$ cat config.mk
export PLATFORM = sky130hd
export DESIGN_NAME = controlled_diagonal_gate_apply_core
export DESIGN_NICKNAME = d
export VERILOG_FILES = /design/src/hw/rtl/cdg_pkg.sv /design/src/hw/rtl/controlled_diagonal_gate_apply_core.sv /design/src/hw/rtl/cdg_table.sv /design/src/hw/rtl/cdg_mult_stage.sv /design/src/hw/rtl/cdg_round_stage.sv
export SDC_FILE = /design/constraint.sdc
export NUM_CORES = 2
export LEC_CHECK = 0
export BUFFER_PORTS_ARGS = -buffer_cell sky130_fd_sc_hd__clkbuf_2
export CORE_ASPECT_RATIO = 0.75
export CORE_UTILIZATION = 40
export DETAILED_ROUTE_END_ITERATION = 10
export GPL_ROUTABILITY_DRIVEN = 0
export SKIP_CTS_REPAIR_TIMING = 1
export SYNTH_ARGS = -nofsm -noshare
export SYNTH_HDL_FRONTEND = slang
export SYNTH_SLANG_ARGS = --single-unit
$ cat constraint.sdc
create_clock -name clock -period 11.8 [get_ports clock]
set_input_delay 0.59 -clock clock [delete_from_list [all_inputs] [get_ports clock]]
set_output_delay 0.59 -clock clock [all_outputs]
set_load 0.03 [all_outputs]
$ cat src/hw/rtl/cdg_pkg.sv
// Shared constants and codes for the controlled diagonal gate core.
package cdg_pkg;

   // Parameter defaults
   localparam int IndexBitsDefault  = 20;
   localparam int MaxTargetsDefault = 4;
   localparam int SampleBitsDefault = 16;

   // Fixed field and register widths
   localparam int ItemIndexBits = 20;
   localparam int CountBits     = 3;
   localparam int RegBits       = 20;
   localparam int PosBits       = 5;
   localparam int PosSlots      = RegBits / PosBits;
   localparam int CsrIndexBits  = 2;

   // Configuration register indexes
   localparam logic [CsrIndexBits-1:0] CsrTargetCount     = 2'd0;
   localparam logic [CsrIndexBits-1:0] CsrTargetPositions = 2'd1;
   localparam logic [CsrIndexBits-1:0] CsrControlSelect   = 2'd2;
   localparam logic [CsrIndexBits-1:0] CsrControlRequired = 2'd3;

   // Transaction function codes
   localparam logic FuncLoad = 1'b0;
   localparam logic FuncAmp  = 1'b1;

endpackage

$ cat src/hw/rtl/controlled_diagonal_gate_apply_core.sv
// Top level of the controlled diagonal gate core: input register, config, gather, stages.
//
// The core takes one transaction per cycle on the req_ channel and, for every amplitude
// transaction (func = 1), returns one response on the rsp_ channel once it has passed the
// input register, product register and output register in turn; table load transactions
// (func = 0) write the diagonal table as they leave the input register and return
// nothing. Throughput is one transaction per cycle while rsp_ready is high; each stage
// holds its own transaction under backpressure, so the core keeps accepting until all
// three registers are full. The diagonal table is 2^MAX_TARGETS registers with no reset:
// load every entry the gate will use before sending amplitudes. Amplitudes whose control
// bits match control_required at the control_select positions are multiplied by the
// table entry gathered from the target bits (target slot j gives entry bit j); others
// pass through unchanged. Results are Q1.(SAMPLE_BITS-2), rounded to nearest with ties
// upward and saturated. Write the csr_ registers only while the core is idle.
module controlled_diagonal_gate_apply_core #(
   parameter int INDEX_BITS  = cdg_pkg::IndexBitsDefault,
   parameter int MAX_TARGETS = cdg_pkg::MaxTargetsDefault,
   parameter int SAMPLE_BITS = cdg_pkg::SampleBitsDefault
) (
   input  logic                              clock,
   input  logic                              reset,
   input  logic                              req_valid,
   output logic                              req_ready,
   input  logic                              req_func,
   input  logic [cdg_pkg::ItemIndexBits-1:0] req_item_index,
   input  logic signed [SAMPLE_BITS-1:0]     req_value_re,
   input  logic signed [SAMPLE_BITS-1:0]     req_value_im,
   output logic                              rsp_valid,
   input  logic                              rsp_ready,
   output logic [cdg_pkg::ItemIndexBits-1:0] rsp_out_index,
   output logic signed [SAMPLE_BITS-1:0]     rsp_out_re,
   output logic signed [SAMPLE_BITS-1:0]     rsp_out_im,
   input  logic                              csr_we,
   input  logic [cdg_pkg::CsrIndexBits-1:0]  csr_index,
   input  logic [cdg_pkg::RegBits-1:0]       csr_wdata
);

   localparam int IdxBits = cdg_pkg::ItemIndexBits;
   localparam int PosBits = cdg_pkg::PosBits;
   localparam logic [cdg_pkg::CountBits-1:0] MaxCount = cdg_pkg::CountBits'(MAX_TARGETS);

   // Configuration registers
   logic [cdg_pkg::CountBits-1:0] target_count_ff;
   logic [cdg_pkg::RegBits-1:0]   target_positions_ff;
   logic [cdg_pkg::RegBits-1:0]   control_select_ff;
   logic [cdg_pkg::RegBits-1:0]   control_required_ff;

   always_ff @(posedge clock) begin
      if (reset) begin
         target_count_ff     <= '0;
         target_positions_ff <= '0;
         control_select_ff   <= '0;
         control_required_ff <= '0;
      end else if (csr_we) begin
         case (csr_index)
            cdg_pkg::CsrTargetCount: begin
               target_count_ff <= csr_wdata[cdg_pkg::CountBits-1:0];
            end
            cdg_pkg::CsrTargetPositions: begin
               target_positions_ff <= csr_wdata;
            end
            cdg_pkg::CsrControlSelect: begin
               control_select_ff <= csr_wdata;
            end
            cdg_pkg::CsrControlRequired: begin
               control_required_ff <= csr_wdata;
            end
            default: begin
            end
         endcase
      end
   end

   // Input register
   logic                          s1_valid_ff, s1_valid_in;
   logic                          s1_func_ff;
   logic [IdxBits-1:0]            s1_index_ff;
   logic signed [SAMPLE_BITS-1:0] s1_re_ff, s1_im_ff;
   logic                          s1_ready;
   logic                          s2_ready;

   // A load leaves at once; an amplitude waits for the product stage
   assign s1_ready    = !s1_valid_ff || (s1_func_ff == cdg_pkg::FuncLoad) || s2_ready;
   assign req_ready   = s1_ready;
   assign s1_valid_in = s1_ready ? req_valid : s1_valid_ff;

   always_ff @(posedge clock) begin
      if (reset) begin
         s1_valid_ff <= 1'b0;
      end else begin
         s1_valid_ff <= s1_valid_in;
      end
   end

   always_ff @(posedge clock) begin
      if (req_valid && req_ready) begin
         s1_func_ff  <= req_func;
         s1_index_ff <= req_item_index;
         s1_re_ff    <= req_value_re;
         s1_im_ff    <= req_value_im;
      end
   end

   // Mask index bits at or above INDEX_BITS
   logic [IdxBits-1:0] index_mask;
   for (genvar i = 0; i < IdxBits; i++) begin : g_mask
      assign index_mask[i] = (i < INDEX_BITS);
   end

   logic [IdxBits-1:0] ctrl_sel;
   logic               ctrl_match;
   assign ctrl_sel   = control_select_ff & index_mask;
   assign ctrl_match = ((s1_index_ff & ctrl_sel) == (control_required_ff & ctrl_sel));

   // Gather the table entry number from the target bits
   logic [cdg_pkg::CountBits-1:0] used_count;
   logic [MAX_TARGETS-1:0]        entry;
   assign used_count = (target_count_ff > MaxCount) ? MaxCount : target_count_ff;

   for (genvar j = 0; j < MAX_TARGETS; j++) begin : g_slot
      if (j < cdg_pkg::PosSlots) begin : g_real
         logic [PosBits-1:0] pos;
         logic               pos_ok;
         assign pos    = target_positions_ff[PosBits*j +: PosBits];
         assign pos_ok = (32'(pos) < INDEX_BITS) && (32'(pos) < IdxBits);
         assign entry[j] = (cdg_pkg::CountBits'(j) < used_count) && pos_ok &&
                           s1_index_ff[pos];
      end else begin : g_none
         assign entry[j] = 1'b0;
      end
   end

   // Table write on a load in range, read for the amplitude in the input register
   logic                          tbl_we;
   logic signed [SAMPLE_BITS-1:0] tbl_re, tbl_im;
   assign tbl_we = s1_valid_ff && (s1_func_ff == cdg_pkg::FuncLoad) &&
                   ((s1_index_ff >> MAX_TARGETS) == '0);

   cdg_table #(
      .MAX_TARGETS (MAX_TARGETS),
      .SAMPLE_BITS (SAMPLE_BITS)
   ) u_table (
      .clock   (clock),
      .wr_en   (tbl_we),
      .wr_addr (s1_index_ff[MAX_TARGETS-1:0]),
      .wr_re   (s1_re_ff),
      .wr_im   (s1_im_ff),
      .rd_addr (entry),
      .rd_re   (tbl_re),
      .rd_im   (tbl_im)
   );

   // Product stage
   logic                            s2_in_valid;
   logic                            s2_valid, s3_ready, s2_match;
   logic [IdxBits-1:0]              s2_index;
   logic signed [SAMPLE_BITS-1:0]   s2_a_re, s2_a_im;
   logic signed [2*SAMPLE_BITS-1:0] p_rr, p_ii, p_ri, p_ir;

   assign s2_in_valid = s1_valid_ff && (s1_func_ff == cdg_pkg::FuncAmp);

   cdg_mult_stage #(
      .SAMPLE_BITS (SAMPLE_BITS)
   ) u_mult (
      .clock     (clock),
      .reset     (reset),
      .in_valid  (s2_in_valid),
      .in_ready  (s2_ready),
      .in_match  (ctrl_match),
      .in_index  (s1_index_ff),
      .a_re      (s1_re_ff),
      .a_im      (s1_im_ff),
      .b_re      (tbl_re),
      .b_im      (tbl_im),
      .out_valid (s2_valid),
      .out_ready (s3_ready),
      .out_match (s2_match),
      .out_index (s2_index),
      .out_a_re  (s2_a_re),
      .out_a_im  (s2_a_im),
      .p_rr      (p_rr),
      .p_ii      (p_ii),
      .p_ri      (p_ri),
      .p_ir      (p_ir)
   );

   // Round, saturate and hold the response
   cdg_round_stage #(
      .SAMPLE_BITS (SAMPLE_BITS)
   ) u_round (
      .clock         (clock),
      .reset         (reset),
      .in_valid      (s2_valid),
      .in_ready      (s3_ready),
      .in_match      (s2_match),
      .in_index      (s2_index),
      .a_re          (s2_a_re),
      .a_im          (s2_a_im),
      .p_rr          (p_rr),
      .p_ii          (p_ii),
      .p_ri          (p_ri),
      .p_ir          (p_ir),
      .rsp_valid     (rsp_valid),
      .rsp_ready     (rsp_ready),
      .rsp_out_index (rsp_out_index),
      .rsp_out_re    (rsp_out_re),
      .rsp_out_im    (rsp_out_im)
   );

   // An empty output register never backs up the input
   a_ready_when_out_empty: assert property (@(posedge clock) disable iff (reset)
      !rsp_valid |-> req_ready)
      else $error("req_ready low while output register is empty");

   // An amplitude leaving the input register lands in the product stage
   a_amp_reaches_mult: assert property (@(posedge clock) disable iff (reset)
      (s2_in_valid && s2_ready) |=> s2_valid)
      else $error("amplitude transaction lost between input and product stage");

   // No response right after reset
   a_no_rsp_after_reset: assert property (@(posedge clock)
      $past(reset) |-> !rsp_valid)
      else $error("response valid right after reset");

   // A load never starts the product stage
   a_load_not_multiplied: assert property (@(posedge clock) disable iff (reset)
      (s1_valid_ff && (s1_func_ff == cdg_pkg::FuncLoad) && !s2_valid) |=> !s2_valid)
      else $error("load transaction entered the product stage");

endmodule

$ cat src/hw/rtl/cdg_table.sv
// Diagonal table storage: one write port, one combinational read port.
module cdg_table #(
   parameter int MAX_TARGETS = cdg_pkg::MaxTargetsDefault,
   parameter int SAMPLE_BITS = cdg_pkg::SampleBitsDefault
) (
   input  logic                          clock,
   input  logic                          wr_en,
   input  logic [MAX_TARGETS-1:0]        wr_addr,
   input  logic signed [SAMPLE_BITS-1:0] wr_re,
   input  logic signed [SAMPLE_BITS-1:0] wr_im,
   input  logic [MAX_TARGETS-1:0]        rd_addr,
   output logic signed [SAMPLE_BITS-1:0] rd_re,
   output logic signed [SAMPLE_BITS-1:0] rd_im
);

   localparam int Depth = 1 << MAX_TARGETS;

   logic [2*SAMPLE_BITS-1:0] entry_ff [Depth];

   // Store imaginary part in the high half, real part in the low half
   always_ff @(posedge clock) begin
      if (wr_en) begin
         entry_ff[wr_addr] <= {wr_im, wr_re};
      end
   end

   assign rd_re = entry_ff[rd_addr][SAMPLE_BITS-1:0];
   assign rd_im = entry_ff[rd_addr][2*SAMPLE_BITS-1:SAMPLE_BITS];

endmodule

$ cat src/hw/rtl/cdg_mult_stage.sv
// Product stage: four signed partial products of the complex multiply, registered.
module cdg_mult_stage #(
   parameter int SAMPLE_BITS = cdg_pkg::SampleBitsDefault
) (
   input  logic                              clock,
   input  logic                              reset,
   input  logic                              in_valid,
   output logic                              in_ready,
   input  logic                              in_match,
   input  logic [cdg_pkg::ItemIndexBits-1:0] in_index,
   input  logic signed [SAMPLE_BITS-1:0]     a_re,
   input  logic signed [SAMPLE_BITS-1:0]     a_im,
   input  logic signed [SAMPLE_BITS-1:0]     b_re,
   input  logic signed [SAMPLE_BITS-1:0]     b_im,
   output logic                              out_valid,
   input  logic                              out_ready,
   output logic                              out_match,
   output logic [cdg_pkg::ItemIndexBits-1:0] out_index,
   output logic signed [SAMPLE_BITS-1:0]     out_a_re,
   output logic signed [SAMPLE_BITS-1:0]     out_a_im,
   output logic signed [2*SAMPLE_BITS-1:0]   p_rr,
   output logic signed [2*SAMPLE_BITS-1:0]   p_ii,
   output logic signed [2*SAMPLE_BITS-1:0]   p_ri,
   output logic signed [2*SAMPLE_BITS-1:0]   p_ir
);

   logic                              valid_ff, valid_in;
   logic                              match_ff;
   logic [cdg_pkg::ItemIndexBits-1:0] index_ff;
   logic signed [SAMPLE_BITS-1:0]     a_re_ff, a_im_ff;
   logic signed [2*SAMPLE_BITS-1:0]   p_rr_ff, p_ii_ff, p_ri_ff, p_ir_ff;
   logic                              load;

   // Advance when empty or when the next stage takes the transaction
   assign in_ready = !valid_ff || out_ready;
   assign load     = in_valid && in_ready;
   assign valid_in = in_ready ? in_valid : valid_ff;

   always_ff @(posedge clock) begin
      if (reset) begin
         valid_ff <= 1'b0;
      end else begin
         valid_ff <= valid_in;
      end
   end

   // Capture products and the pass-through amplitude
   always_ff @(posedge clock) begin
      if (load) begin
         match_ff <= in_match;
         index_ff <= in_index;
         a_re_ff  <= a_re;
         a_im_ff  <= a_im;
         p_rr_ff  <= a_re * b_re;
         p_ii_ff  <= a_im * b_im;
         p_ri_ff  <= a_re * b_im;
         p_ir_ff  <= a_im * b_re;
      end
   end

   assign out_valid = valid_ff;
   assign out_match = match_ff;
   assign out_index = index_ff;
   assign out_a_re  = a_re_ff;
   assign out_a_im  = a_im_ff;
   assign p_rr      = p_rr_ff;
   assign p_ii      = p_ii_ff;
   assign p_ri      = p_ri_ff;
   assign p_ir      = p_ir_ff;

endmodule

$ cat src/hw/rtl/cdg_round_stage.sv
// Output stage: combine products, round to nearest, saturate, and hold the response.
module cdg_round_stage #(
   parameter int SAMPLE_BITS = cdg_pkg::SampleBitsDefault
) (
   input  logic                              clock,
   input  logic                              reset,
   input  logic                              in_valid,
   output logic                              in_ready,
   input  logic                              in_match,
   input  logic [cdg_pkg::ItemIndexBits-1:0] in_index,
   input  logic signed [SAMPLE_BITS-1:0]     a_re,
   input  logic signed [SAMPLE_BITS-1:0]     a_im,
   input  logic signed [2*SAMPLE_BITS-1:0]   p_rr,
   input  logic signed [2*SAMPLE_BITS-1:0]   p_ii,
   input  logic signed [2*SAMPLE_BITS-1:0]   p_ri,
   input  logic signed [2*SAMPLE_BITS-1:0]   p_ir,
   output logic                              rsp_valid,
   input  logic                              rsp_ready,
   output logic [cdg_pkg::ItemIndexBits-1:0] rsp_out_index,
   output logic signed [SAMPLE_BITS-1:0]     rsp_out_re,
   output logic signed [SAMPLE_BITS-1:0]     rsp_out_im
);

   localparam int PBits = 2 * SAMPLE_BITS;
   localparam int WBits = PBits + 2;
   localparam int FracBits = SAMPLE_BITS - 2;
   localparam logic [WBits-1:0] Half =
      {{(WBits-FracBits){1'b0}}, 1'b1, {(FracBits-1){1'b0}}};
   localparam logic [WBits-1:0] MaxV =
      {{(WBits-SAMPLE_BITS+1){1'b0}}, {(SAMPLE_BITS-1){1'b1}}};
   localparam logic [WBits-1:0] MinV =
      {{(WBits-SAMPLE_BITS+1){1'b1}}, {(SAMPLE_BITS-1){1'b0}}};

   // Round (x + y) / 2^FracBits to nearest, ties upward, then clamp
   function automatic logic [SAMPLE_BITS-1:0] round_sat(
      input logic [PBits-1:0] x,
      input logic [PBits-1:0] y
   );
      logic [WBits-1:0] xe, ye, sum, shifted;
      logic [SAMPLE_BITS-1:0] res;
      xe      = {{2{x[PBits-1]}}, x};
      ye      = {{2{y[PBits-1]}}, y};
      sum     = xe + ye + Half;
      shifted = WBits'($signed(sum) >>> FracBits);
      if ($signed(shifted) > $signed(MaxV)) begin
         res = MaxV[SAMPLE_BITS-1:0];
      end else if ($signed(shifted) < $signed(MinV)) begin
         res = MinV[SAMPLE_BITS-1:0];
      end else begin
         res = shifted[SAMPLE_BITS-1:0];
      end
      return res;
   endfunction

   logic                              valid_ff, valid_in;
   logic [cdg_pkg::ItemIndexBits-1:0] index_ff;
   logic signed [SAMPLE_BITS-1:0]     re_ff, im_ff;
   logic signed [SAMPLE_BITS-1:0]     re_in, im_in;
   logic [PBits-1:0]                  neg_ii;
   logic                              load;

   assign in_ready = !valid_ff || rsp_ready;
   assign load     = in_valid && in_ready;
   assign valid_in = in_ready ? in_valid : valid_ff;
   assign neg_ii   = PBits'(-p_ii);

   // Apply the gate entry, or pass the amplitude through when controls miss
   always_comb begin
      if (in_match) begin
         re_in = $signed(round_sat(p_rr, neg_ii));
         im_in = $signed(round_sat(p_ri, p_ir));
      end else begin
         re_in = a_re;
         im_in = a_im;
      end
   end

   always_ff @(posedge clock) begin
      if (reset) begin
         valid_ff <= 1'b0;
      end else begin
         valid_ff <= valid_in;
      end
   end

   always_ff @(posedge clock) begin
      if (load) begin
         index_ff <= in_index;
         re_ff    <= re_in;
         im_ff    <= im_in;
      end
   end

   assign rsp_valid     = valid_ff;
   assign rsp_out_index = index_ff;
   assign rsp_out_re    = re_ff;
   assign rsp_out_im    = im_ff;

endmodule

==> metrics.cfg <==
[outcome]
status=finished clean

[synthesis]
yosys.cell_types.count=95
synth_cells=6881
yosysSeqAreaShare=0.337
synth_top_area_frac=0.319
ys.flop_type=edfxtp_1
synth.most_common_cell=inv_1
ys_async_sr_fraction=0
netlist_top_cells_count=inv_1, fa_1, nand2_1
synth_fp_nets=8402
synth_warnings=0
synth_top_area_cell=edfxtp_1
syn_area_per_cell_um2=10.9
synth.area.top_cells=edfxtp_1, fa_1, ha_1
netlist_area_mm2=0.0750
ys_seq_elements=864
synth_edf_count=798

[floorplan]
initial_core_util=0.403
design.die.area_mm2=0.189
ios=134
die_x_um=502
core_area_mm2=0.186
die_h_um=377
rows=137

[routing]
drc=0
first_pass_iters=6
drt-total-wl_mm=214
vias=50600
vias_per_cell=5.31
wl_per_cell_um=22.5
antenna_left=0
drt_iter0_drc=4599

[worst_setup_path]
slowest_stage=a21oi_2
critPathMostFrequentCell=fa_1
cp-end-kind=flop
worstPathRequired_ps=12280
path_class=reg -> reg
cp_max_fo=34
cp.arrival_ps=11170
r2r_cells=37
cp-start-kind=flop
reg2reg_slack_ps=1110
cpPeakStageDelay_ps=930

[cts]
cts_tree=built
clock-sinks=864
cts-buffers-inserted=90
clock_path_buffers=3
htreeDepth=3
clk_pin_slew_ps=70
clk_latency_ps=740
clockRootBuffer=clkbuf_16

[timing]
slew_viol_final=0
hold_viol=0
clock_skew_ps=36.6
tightest_slew_ps=1290
fin_crit_ps=10690
tns_ps=0
slew_headroom=0.142
post-route-period-util=0.906
setup_viol=0
rsz0062_at_grt=no
max_freq_ghz=0.0935

[grt]
first_global_vias=51600
grt_util_all_layers=0.232
grt_overflow=0
grt_max_degree=118
grt_pass1_wl_mm=326
antenna_found_initial=8

[cells_and_area]
drive_gt1_frac=0.0813
syn2layout_area_growth_pct=9.75
nFillCells=17500
layout.nets=8496

[placed_design]
io_buffers=133
hpwl_mm=156

[hold_path]
whs_path_depth=1
hold_path_class=in -> reg

[flow_run]
maxCapViolations=0

-- registers in the layout, indices dropped and copies added (netlist names), 20 cells and up --
signal and count:
control_select_ff 20, u_mult.p_ii 32, control_required_ff 20, u_mult.out_index 20, u_mult.p_ir 32, u_mult.p_ri 32
u_round.rsp_out_index 20, target_positions_ff 20, u_mult.p_rr 32, u_table.entry_ff 512, s1_index_ff 20
-- layout by cell type, fill, tap and decap left out, types with 20 or more instances in the layout --
cell | Yosys | layout
dfxtp_1 | 66 | 66
nor2b_1 | 23 | 22
fa_1 | 1048 | 1048
a21o_1 | 54 | 53
nand4_1 | 20 | 20
buf_4 | 1 | 141
nand3_1 | 62 | 61
and2_1 | 326 | 325
nor3_1 | 45 | 42
o21a_1 | 26 | 26
a31oi_1 | 47 | 45
a311oi_1 | 27 | 27
nor2_1 | 459 | 449
mux4_2 | 50 | 50
xor2_1 | 93 | 93
clkbuf_16 | 0 | 94
clkbuf_2 | 0 | 133
mux2i_1 | 131 | 131
nand2b_1 | 31 | 31
a211oi_1 | 85 | 85
inv_1 | 1251 | 1251
edfxtp_1 | 798 | 798
ha_1 | 393 | 393
o21ai_0 | 93 | 90
xnor2_1 | 158 | 158
a21oi_1 | 205 | 184
nand2_1 | 836 | 836
o21bai_1 | 24 | 24
-- final timing paths --
kind	end	startpoint
setup / recovery	u_mult.p_ii[30]	s1_index_ff[3]
hold / removal	s1_index_ff[6]	req_item_index[6]
setup reg to reg	u_mult.p_ii[30]	s1_index_ff[3]
hold reg to reg	u_round.rsp_out_index[4]	u_mult.out_index[4]
-- worst max-delay path, delay by kind of cell, from the launching register on --
| family | cells | cell delay (ps) |
|---|---|---|
| buffers and inverters | 7 | 1220 |
| multiplexers | 1 | 550 |
| AO/OA/AOI/OAI | 13 | 3460 |
| flip-flops | 1 | 610 |
| AND/OR/NAND/NOR | 8 | 1120 |
| XOR/XNOR | 1 | 80 |
| adder cells (fa/ha/maj) | 7 | 3310 |
-- stage by stage --
| step | hold slack (ps) | instances | setup slack [ps] | util | area (um^2) |
|---|---|---|---|---|---|
| finish | 34.1 | 9546 | 1110 | 0.442 | 82400 |
| global route | 6.18 | 9542 | 575 | 0.442 | 82300 |
| detailed placement | 405 | 9385 | 1210 | 0.426 | 79300 |
| CTS | -10.2 | 9542 | 1220 | 0.442 | 82300 |
| global placement | 405 | 9385 | 1440 | 0.426 | 79300 |
| floorplan | 400 | 6881 | 1630 | - | 75000 |
-- final cells by class --
cell class,count,area (um^2),share of cell area
antenna,4,10.0,0.000122
timing repair buffer,282,1880,0.0229
clock inverter,49,642,0.00779
multi-input combinational,4478,44300,0.537
sequential,864,25300,0.307
tap,2502,3130,0.0380
inverter,1259,4730,0.0574
clock buffer,108,2410,0.0293
-- routing by layer --
metal | routed length [um] | share of wire | vias to the layer above | global-route usage
met5 | 57 | 0.00027 | - | 0
met3 | 23600 | 0.11 | 289 | 0.0689
met2 | 88000 | 0.41 | 2245 | 0.327
met1 | 96000 | 0.45 | 25800 | 0.339
met4 | 6810 | 0.032 | 10 | 0.0712
li1 | - | - | 22300 | -
-- cells by family after synthesis --
group,count (synthesis),synth area share
xor gates and xnor gates,254,0.0299
AOI/OAI and AO/OA,700,0.0627
adders and majority gates,1441,0.345
DFF,864,0.337
muxes,185,0.0331
buffers and inverters,1539,0.0777
and+or+nand+nor,1898,0.114
Power is not shown: default switching activity piles up to over one toggle a cycle in this logic, so the estimate is an artifact.
